===== config.mk =====
export PLATFORM = sky130hd
export DESIGN_NAME = hex_rle_text_encoder_unit
export DESIGN_NICKNAME = d
export VERILOG_FILES = /design/src/hdl/hrle_pkg.sv /design/src/hdl/hrle_front.sv /design/src/hdl/hrle_queue.sv /design/src/hdl/hrle_back.sv /design/src/hdl/hex_rle_text_encoder_unit.sv
export SDC_FILE = /design/constraint.sdc
export NUM_CORES = 1
export LEC_CHECK = 0
export ABC_AREA = 1
export ABC_CLOCK_PERIOD_IN_PS = 5000
export BUFFER_PORTS_ARGS = -buffer_cell sky130_fd_sc_hd__buf_4
export CORE_MARGIN = 4
export CORE_UTILIZATION = 41
export DETAILED_ROUTE_END_ITERATION = 16
export PLACE_DENSITY = 0.53
export SYNTH_ARGS = -nofsm -noshare
export SYNTH_HDL_FRONTEND = slang
export SYNTH_SLANG_ARGS = --single-unit
export TNS_END_PERCENT = 20

===== constraint.sdc =====
create_clock -name aclk -period 5 [get_ports aclk]
set_input_delay 0.5 -clock aclk [delete_from_list [all_inputs] [get_ports aclk]]
set_output_delay 0.5 -clock aclk [all_outputs]
set_load 0.02 [all_outputs]

===== src/hdl/hrle_pkg.sv =====
// Shared types, character codes and run-formatting functions for the hex RLE text encoder.
// No dependencies; used by every module of the block.
package hrle_pkg;

    localparam int unsigned QDEPTH = 4;
    localparam int unsigned QPTR_W = 2;
    localparam int unsigned QCNT_W = 3;

    localparam logic [6:0] CHAR_STAR  = 7'h2A;
    localparam logic [6:0] CHAR_CARET = 7'h5E;
    localparam logic [6:0] CHAR_ZERO  = 7'h30;
    localparam logic [6:0] CHAR_A     = 7'h41;

    // One queued word: up to two runs to write, run A before run B.
    // Run B is present only when the symbol carried the last flag.
    typedef struct packed {
        logic       has_a;
        logic [3:0] sym_a;
        logic [7:0] len_a;
        logic       has_b;
        logic [3:0] sym_b;
        logic [7:0] len_b;
    } cmd_t;

    typedef struct packed {
        logic full;
        logic empty;
    } q_status_t;

    function automatic logic [6:0] hex_char(input logic [3:0] d);
        if (d < 4'd10) begin
            hex_char = CHAR_ZERO + {3'b000, d};
        end else begin
            hex_char = CHAR_A + {3'b000, d - 4'd10};
        end
    endfunction

    // Character at position pos of the text for a run of len symbols.
    function automatic logic [6:0] run_char(input logic [7:0] len, input logic [3:0] sym,
                                            input logic [1:0] pos);
        run_char = hex_char(sym);
        if (len >= 8'd16) begin
            unique case (pos)
                2'd0: run_char = CHAR_CARET;
                2'd1: run_char = hex_char(len[7:4]);
                2'd2: run_char = hex_char(len[3:0]);
                default: run_char = hex_char(sym);
            endcase
        end else if (len > 8'd3) begin
            unique case (pos)
                2'd0: run_char = CHAR_STAR;
                2'd1: run_char = hex_char(len[3:0]);
                default: run_char = hex_char(sym);
            endcase
        end
    endfunction

    // True at the last character of the run's text.
    function automatic logic run_last(input logic [7:0] len, input logic [1:0] pos);
        if (len >= 8'd16) begin
            run_last = (pos == 2'd3);
        end else if (len > 8'd3) begin
            run_last = (pos == 2'd2);
        end else begin
            run_last = (pos == 2'(len[1:0] - 2'd1));
        end
    endfunction

endpackage


===== src/hdl/hrle_front.sv =====
// Front end: tracks the open run and turns each accepted symbol into at most one queue word.
// Depends on hrle_pkg.
module hrle_front #(
    parameter int unsigned MAX_RUN = 255
) (
    input  logic              aclk,
    input  logic              aresetn,
    input  logic              in_valid,
    input  logic [3:0]        in_value,
    input  logic              in_last,
    output logic              in_ready,
    input  hrle_pkg::q_status_t q_status,
    output logic              push,
    output hrle_pkg::cmd_t    push_cmd
);

    logic [3:0] run_sym_reg, run_sym_next;
    logic [7:0] run_len_reg, run_len_next;
    logic       run_open_reg, run_open_next;
    logic       accept;
    logic       grow;

    assign in_ready = !q_status.full;
    assign accept   = in_valid && in_ready;
    assign grow     = run_open_reg && (in_value == run_sym_reg)
                      && (run_len_reg < 8'(MAX_RUN));

    always_comb begin
        run_sym_next  = run_sym_reg;
        run_len_next  = run_len_reg;
        run_open_next = run_open_reg;
        push_cmd      = '0;
        push          = 1'b0;
        if (accept) begin
            if (grow) begin
                run_len_next = run_len_reg + 8'd1;
            end else begin
                // close the old run and open a fresh one
                push_cmd.has_a = run_open_reg;
                push_cmd.sym_a = run_sym_reg;
                push_cmd.len_a = run_len_reg;
                run_sym_next   = in_value;
                run_len_next   = 8'd1;
                run_open_next  = 1'b1;
            end
            if (in_last) begin
                push_cmd.has_b = 1'b1;
                push_cmd.sym_b = run_sym_next;
                push_cmd.len_b = run_len_next;
                run_sym_next   = 4'd0;
                run_len_next   = 8'd0;
                run_open_next  = 1'b0;
            end
            push = push_cmd.has_a || push_cmd.has_b;
        end
    end

    always_ff @(posedge aclk) begin
        if (!aresetn) begin
            run_sym_reg  <= 4'd0;
            run_len_reg  <= 8'd0;
            run_open_reg <= 1'b0;
        end else begin
            run_sym_reg  <= run_sym_next;
            run_len_reg  <= run_len_next;
            run_open_reg <= run_open_next;
        end
    end

endmodule


===== src/hdl/hrle_queue.sv =====
// Small register queue of run-write words between front and back end.
// Depends on hrle_pkg.
module hrle_queue (
    input  logic                aclk,
    input  logic                aresetn,
    input  logic                push,
    input  hrle_pkg::cmd_t      push_cmd,
    input  logic                pop,
    output hrle_pkg::q_status_t status,
    output hrle_pkg::cmd_t      head
);

    hrle_pkg::cmd_t mem [hrle_pkg::QDEPTH];
    logic [hrle_pkg::QPTR_W-1:0] wr_ptr_reg, rd_ptr_reg;
    logic [hrle_pkg::QCNT_W-1:0] count_reg;

    assign status.full  = (count_reg == hrle_pkg::QCNT_W'(hrle_pkg::QDEPTH));
    assign status.empty = (count_reg == '0);
    assign head         = mem[rd_ptr_reg];

    always_ff @(posedge aclk) begin
        if (push) begin
            mem[wr_ptr_reg] <= push_cmd;
        end
    end

    always_ff @(posedge aclk) begin
        if (!aresetn) begin
            wr_ptr_reg <= '0;
            rd_ptr_reg <= '0;
            count_reg  <= '0;
        end else begin
            if (push) begin
                wr_ptr_reg <= wr_ptr_reg + 1'b1;
            end
            if (pop) begin
                rd_ptr_reg <= rd_ptr_reg + 1'b1;
            end
            unique case ({push, pop})
                2'b10:   count_reg <= count_reg + 1'b1;
                2'b01:   count_reg <= count_reg - 1'b1;
                default: count_reg <= count_reg;
            endcase
        end
    end

endmodule


===== src/hdl/hrle_back.sv =====
// Back end: expands queued run words into one text character per cycle while out_ready allows, into an output register.
// Depends on hrle_pkg.
module hrle_back (
    input  logic                aclk,
    input  logic                aresetn,
    input  hrle_pkg::q_status_t q_status,
    input  hrle_pkg::cmd_t      head,
    output logic                pop,
    output logic                out_valid,
    input  logic                out_ready,
    output logic [6:0]          out_char,
    output logic                out_item_done,
    output logic                out_text_done
);

    logic       valid_reg;
    logic [6:0] char_reg;
    logic       item_done_reg, text_done_reg;
    logic       phase_reg;
    logic [1:0] pos_reg;
    logic       advance, fire, use_b, run_end, entry_end;
    logic [7:0] cur_len;
    logic [3:0] cur_sym;

    assign advance   = !valid_reg || out_ready;
    assign fire      = advance && !q_status.empty;
    // skip run A when the word carries only the flushed run
    assign use_b     = phase_reg || !head.has_a;
    assign cur_len   = use_b ? head.len_b : head.len_a;
    assign cur_sym   = use_b ? head.sym_b : head.sym_a;
    assign run_end   = hrle_pkg::run_last(cur_len, pos_reg);
    assign entry_end = run_end && (use_b || !head.has_b);
    assign pop       = fire && entry_end;

    assign out_valid     = valid_reg;
    assign out_char      = char_reg;
    assign out_item_done = item_done_reg;
    assign out_text_done = text_done_reg;

    always_ff @(posedge aclk) begin
        if (!aresetn) begin
            valid_reg <= 1'b0;
            phase_reg <= 1'b0;
            pos_reg   <= 2'd0;
        end else if (advance) begin
            valid_reg <= !q_status.empty;
            if (fire) begin
                if (entry_end) begin
                    phase_reg <= 1'b0;
                    pos_reg   <= 2'd0;
                end else if (run_end) begin
                    phase_reg <= 1'b1;
                    pos_reg   <= 2'd0;
                end else begin
                    pos_reg <= pos_reg + 2'd1;
                end
            end
        end
    end

    always_ff @(posedge aclk) begin
        if (fire) begin
            char_reg      <= hrle_pkg::run_char(cur_len, cur_sym, pos_reg);
            item_done_reg <= entry_end;
            text_done_reg <= entry_end && head.has_b;
        end
    end

endmodule


===== src/hdl/hex_rle_text_encoder_unit.sv =====
// Hex run-length text encoder, top level: front end, word queue and character back end.
// Depends on hrle_pkg, hrle_front, hrle_queue and hrle_back.
//
// Accepts one 4-bit symbol per cycle and writes run-length-encoded ASCII hex text, one
// character per output word. Symbols that only extend a run produce nothing; a run end
// produces 1 to 4 characters ('^' or '*' forms for runs of 16+ or 4..15), and a symbol with
// s_tlast set flushes the open run as well, so one input word causes at most 5 characters.
// The output side emits one character per cycle while m_tready is high, from a registered
// output stage; the front end queues up to 4 run-write words, and s_tready drops only while
// that queue is full. Runs are closed at MAX_RUN symbols and a new run starts. m_tuser marks
// the last character caused by an input word, m_tlast the last character of the whole text.
module hex_rle_text_encoder_unit #(
    parameter int unsigned MAX_RUN = 255
) (
    input  logic       aclk,
    input  logic       aresetn,
    input  logic       s_tvalid,
    output logic       s_tready,
    input  logic [7:0] s_tdata,   // [3:0] value, [7:4] zero
    input  logic       s_tlast,   // final_req
    output logic       m_tvalid,
    input  logic       m_tready,
    output logic [7:0] m_tdata,   // [6:0] text_char, [7] zero
    output logic [0:0] m_tuser,   // [0] item_done
    output logic       m_tlast    // text_done
);

    hrle_pkg::q_status_t q_status;
    hrle_pkg::cmd_t      push_cmd, head;
    logic                push, pop;
    logic [6:0]          text_char;
    logic                item_done;

    hrle_front #(.MAX_RUN(MAX_RUN)) u_front (
        .aclk     (aclk),
        .aresetn  (aresetn),
        .in_valid (s_tvalid),
        .in_value (s_tdata[3:0]),
        .in_last  (s_tlast),
        .in_ready (s_tready),
        .q_status (q_status),
        .push     (push),
        .push_cmd (push_cmd)
    );

    hrle_queue u_queue (
        .aclk     (aclk),
        .aresetn  (aresetn),
        .push     (push),
        .push_cmd (push_cmd),
        .pop      (pop),
        .status   (q_status),
        .head     (head)
    );

    hrle_back u_back (
        .aclk          (aclk),
        .aresetn       (aresetn),
        .q_status      (q_status),
        .head          (head),
        .pop           (pop),
        .out_valid     (m_tvalid),
        .out_ready     (m_tready),
        .out_char      (text_char),
        .out_item_done (item_done),
        .out_text_done (m_tlast)
    );

    assign m_tdata = {1'b0, text_char};
    assign m_tuser = item_done;

endmodule


==> summary.txt <==
run status - completed
final HPWL from detailed placement - 10,430 µm
starting density of the core - 42.25%
setup slack after placement - 1.093 ns
number of gates given a new drive strength after cts - 0
part of the cycle the worst path needs - 77.40%
GRT overflow - 0
gate count after technology mapping - 765
highest net fanout along the worst path - 36
area added between synthesis and finish - 13.20%
start-to-end type of the worst setup path - register to register
Synth Cell Area - 7082 µm²
combinational family with the most area after synthesis - simple AND/OR/NAND/NOR gates
Clk network pwr share - 39.6%
fraction of power spent switching nets - 29.26%
sequential fraction of design power - 41.2%
net count after synthesis - 799
Max-slew headroom - 49.04%
Via-to-Cell Ratio - 5.020
sequential fraction of the synthesis area - 55.27%
fillcell total - 1,565
kind of start point of the critical path - register
internal power - 0.002328 W
class of the most critical hold timing path - primary input to register
post-layout worst setup margin - 1.130 ns
data arrival time of the critical path - 4.19 ns
count of pins on the block boundary - 25
IO buf count - 19
final hold vios - 0
minimum setup slack among reg-to-reg paths - 1.13 ns
total global-route track usage - 16.56%
number of warning messages in the yosys log - 0
Logic pwr share - 19.2%
drc violations - 0
Site Rows - 47
clock transition time at the flip-flop clock pins of the worst setup and hold paths - 0.06 ns
final worst clock skew - 0.009072 ns
max reg flops - 104
setup repair after global routing missed its margin - no
flip-flop and latch count after synthesis - 139
number of H-tree branching levels - 4
count of vias placed by the detailed router - 5,125
xor and xnor fraction of the mapped netlist area - 0.8657%
Max-Cap Viols - 0
Setup violations, final - 0
die width - 139.4 µm
wire length of the first global-routing pass - 25,540 µm
Netlist cell types - 49
drt wl/cell - 15.45 µm
final setup TNS - 0 ns
Final Slew Violations - 0
buffer cell driving the clock tree root - sky130_fd_sc_hd__clkbuf_16
wire length after detailed routing - 15,780 µm
maximum root-to-sink buffer count - 2
area fraction in and, or, nand and nor cells after synthesis - 21.02%
post-detailed-route count of antenna-violating nets - 0
finished layout cell area - 8016 µm²
nature of the critical path endpoint - register
data required time at the worst endpoint - 5.32 ns
via count of the first global-routing pass - 4,933
Die Area - 19,440 µm²
post-layout net count - 822
slew at the pin with the worst max-slew slack - 0.7617 ns
most used cells in the layout excluding fill and tap cells - 150 x sky130_fd_sc_hd__nand2_1, 118 x sky130_fd_sc_hd__inv_1, 113 x sky130_fd_sc_hd__edfxtp_1, 78 x sky130_fd_sc_hd__nor2_1, 53 x sky130_fd_sc_hd__nand3_1
antenna violations before repair - 0
ratio of cells with drive above 1 in the final layout - 12.61%
commonest non-fill, non-tap cell in the layout - sky130_fd_sc_hd__nand2_1
area of the core - 16,760 µm²
final weighted congestion in routability-driven placement - 0.8294
NetSw - 0.0009626 W
Post-Synthesis Mean Instance Area - 9.257 µm²
final hold slack - 0.3458 ns
area post-placement - 7402 µm²
clock tree from TritonCTS - done
first-iteration detailed-routing DRC count - 382
pwr dens - 410.5 nW/µm²
Max VDD drop - 0.2551 mV
source-to-sink clock delay at the later pin of the worst-skew pair - 0.42 ns
largest net degree at the start of global routing - 51
Static Leakage - 3.308 nW
maximum clock frequency - 0.2584 GHz
clock sink total - 139
vertical die dimension - 139.4 µm
Pre-Repair DR Iteration Count - 5
time the final worst path needs with I/O delays and setup - 3.870 ns
Total Power Consumption - 0.003290 W
hold buffer count at cts - 0
post-synthesis adder-cell area fraction - 3.816%
number of buffers added by the clock tree synthesis step - 17
share of cell area taken by muxes after synthesis - 0%
buffer count from post-CTS setup fixing - 0
compound-cell area share of the yosys netlist - 9.647%
final antenna diode count - 0
power groups by stage:
stage | Clock, W | Combinational, W | Sequential, W
finish | 0.00130 | 0.000633 | 0.00136
global route | 0.00138 | 0.000710 | 0.00136
CTS | 0.00133 | 0.000636 | 0.00136
detailed placement | 0 | 0.000633 | 0.00138
global placement | 0 | 0.000622 | 0.00138
floorplan | 0 | 0.000443 | 0.00140
logic make-up (layout without fill, tap and decap cells):
logic type / Yosys count / count (layout)
AO/OA/AOI/OAI: 120 / 120
XOR/XNOR: 7 / 7
adder cells (fa/ha/maj): 21 / 21
buffers and inverters: 150 / 186
flip-flops: 139 / 139
other: 1 / 1
AND/OR/NAND/NOR: 327 / 327
cell usage after synthesis, drive strengths merged:
cell	count	area (µm²)
or2	2	12.51
fa	1	20.02
nor3	8	40.04
xnor2	3	26.28
a221oi	1	8.760
o211ai	1	7.510
nor2	86	356.6
conb	1	3.750
o32ai	2	17.52
o21a	2	15.01
nand3	59	332.8
inv	123	469.2
a22oi	1	7.510
o221ai	1	8.760
dfxtp	26	520.5
a32o	1	10.01
o21ai	63	322.8
ha	20	250.2
nor4	2	12.51
buf	20	165.2
nand4	7	65.06
a22o	2	17.52
o2111ai	2	17.52
o22ai	8	50.05
xor2	4	35.03
o21bai	1	7.510
a21oi	29	145.1
a31oi	2	12.51
clkinv	2	7.510
clkbuf	5	18.77
edfxtp	113	3393
a211oi	4	35.03
nand2	163	669.4
routing by layer:
metal / GRT usage (%) / up-vias / share of wire [%]
met3: 3.533 / 20 / 4.2
met4: 5.252 / 0 / 1.5
met5: 0 / - / 0
met1: 22.71 / 2422 / 47
met2: 26.41 / 108 / 47
li1: - / 2575 / -
metrics by stage:
stage / utilization [%] / instances
detailed placement: 44.17 / 989
floorplan: - / 765
global placement: 44.17 / 989
global route: 47.83 / 1021
finish: 47.83 / 1021
CTS: 47.83 / 1021
layout make-up:
class	instances	area, µm²	area share (%)
Timing Repair Buffer	29	217.7	2.716
Clock inverter	15	188.9	2.357
Tap cell	220	275.3	3.434
Sequential cell	139	3915	48.84
Clock buffer	17	425.4	5.307
Multi-Input combinational cell	476	2517	31.40
Inverter	125	476.7	5.947
worst max-delay path, stage by stage (launching register included):
cell and delay (ns):
sky130_fd_sc_hd__dfxtp_2 0.56, sky130_fd_sc_hd__buf_4 0.43, sky130_fd_sc_hd__nand2_1 0.12, sky130_fd_sc_hd__nand3_2 0.11
sky130_fd_sc_hd__nand2_4 0.10, sky130_fd_sc_hd__nand2_4 0.24, sky130_fd_sc_hd__nand3_1 0.14, sky130_fd_sc_hd__o21ai_2 0.17
sky130_fd_sc_hd__inv_1 0.11, sky130_fd_sc_hd__ha_1 0.34, sky130_fd_sc_hd__xor2_1 0.15, sky130_fd_sc_hd__nand3_1 0.11
sky130_fd_sc_hd__nand3_1 0.08, sky130_fd_sc_hd__nand3_1 0.09, sky130_fd_sc_hd__nand2_1 0.07, sky130_fd_sc_hd__nand4_1 0.09
sky130_fd_sc_hd__inv_1 0.07, sky130_fd_sc_hd__fa_1 0.43, sky130_fd_sc_hd__inv_1 0.08, sky130_fd_sc_hd__nand3_2 0.08
sky130_fd_sc_hd__a21oi_1 0.12, sky130_fd_sc_hd__nor2_1 0.05
final timing paths:
path,from,to,cells after the start
hold / removal,s_tdata[3],u_front.run_sym_reg[3],3
setup / recovery,register,u_queue.count_reg[2],21
setup reg to reg,register,u_queue.count_reg[2],21
hold reg to reg,u_front.run_open_reg,u_front.run_open_reg,2
No activity file was read; power rests on OpenSTA's default activity.
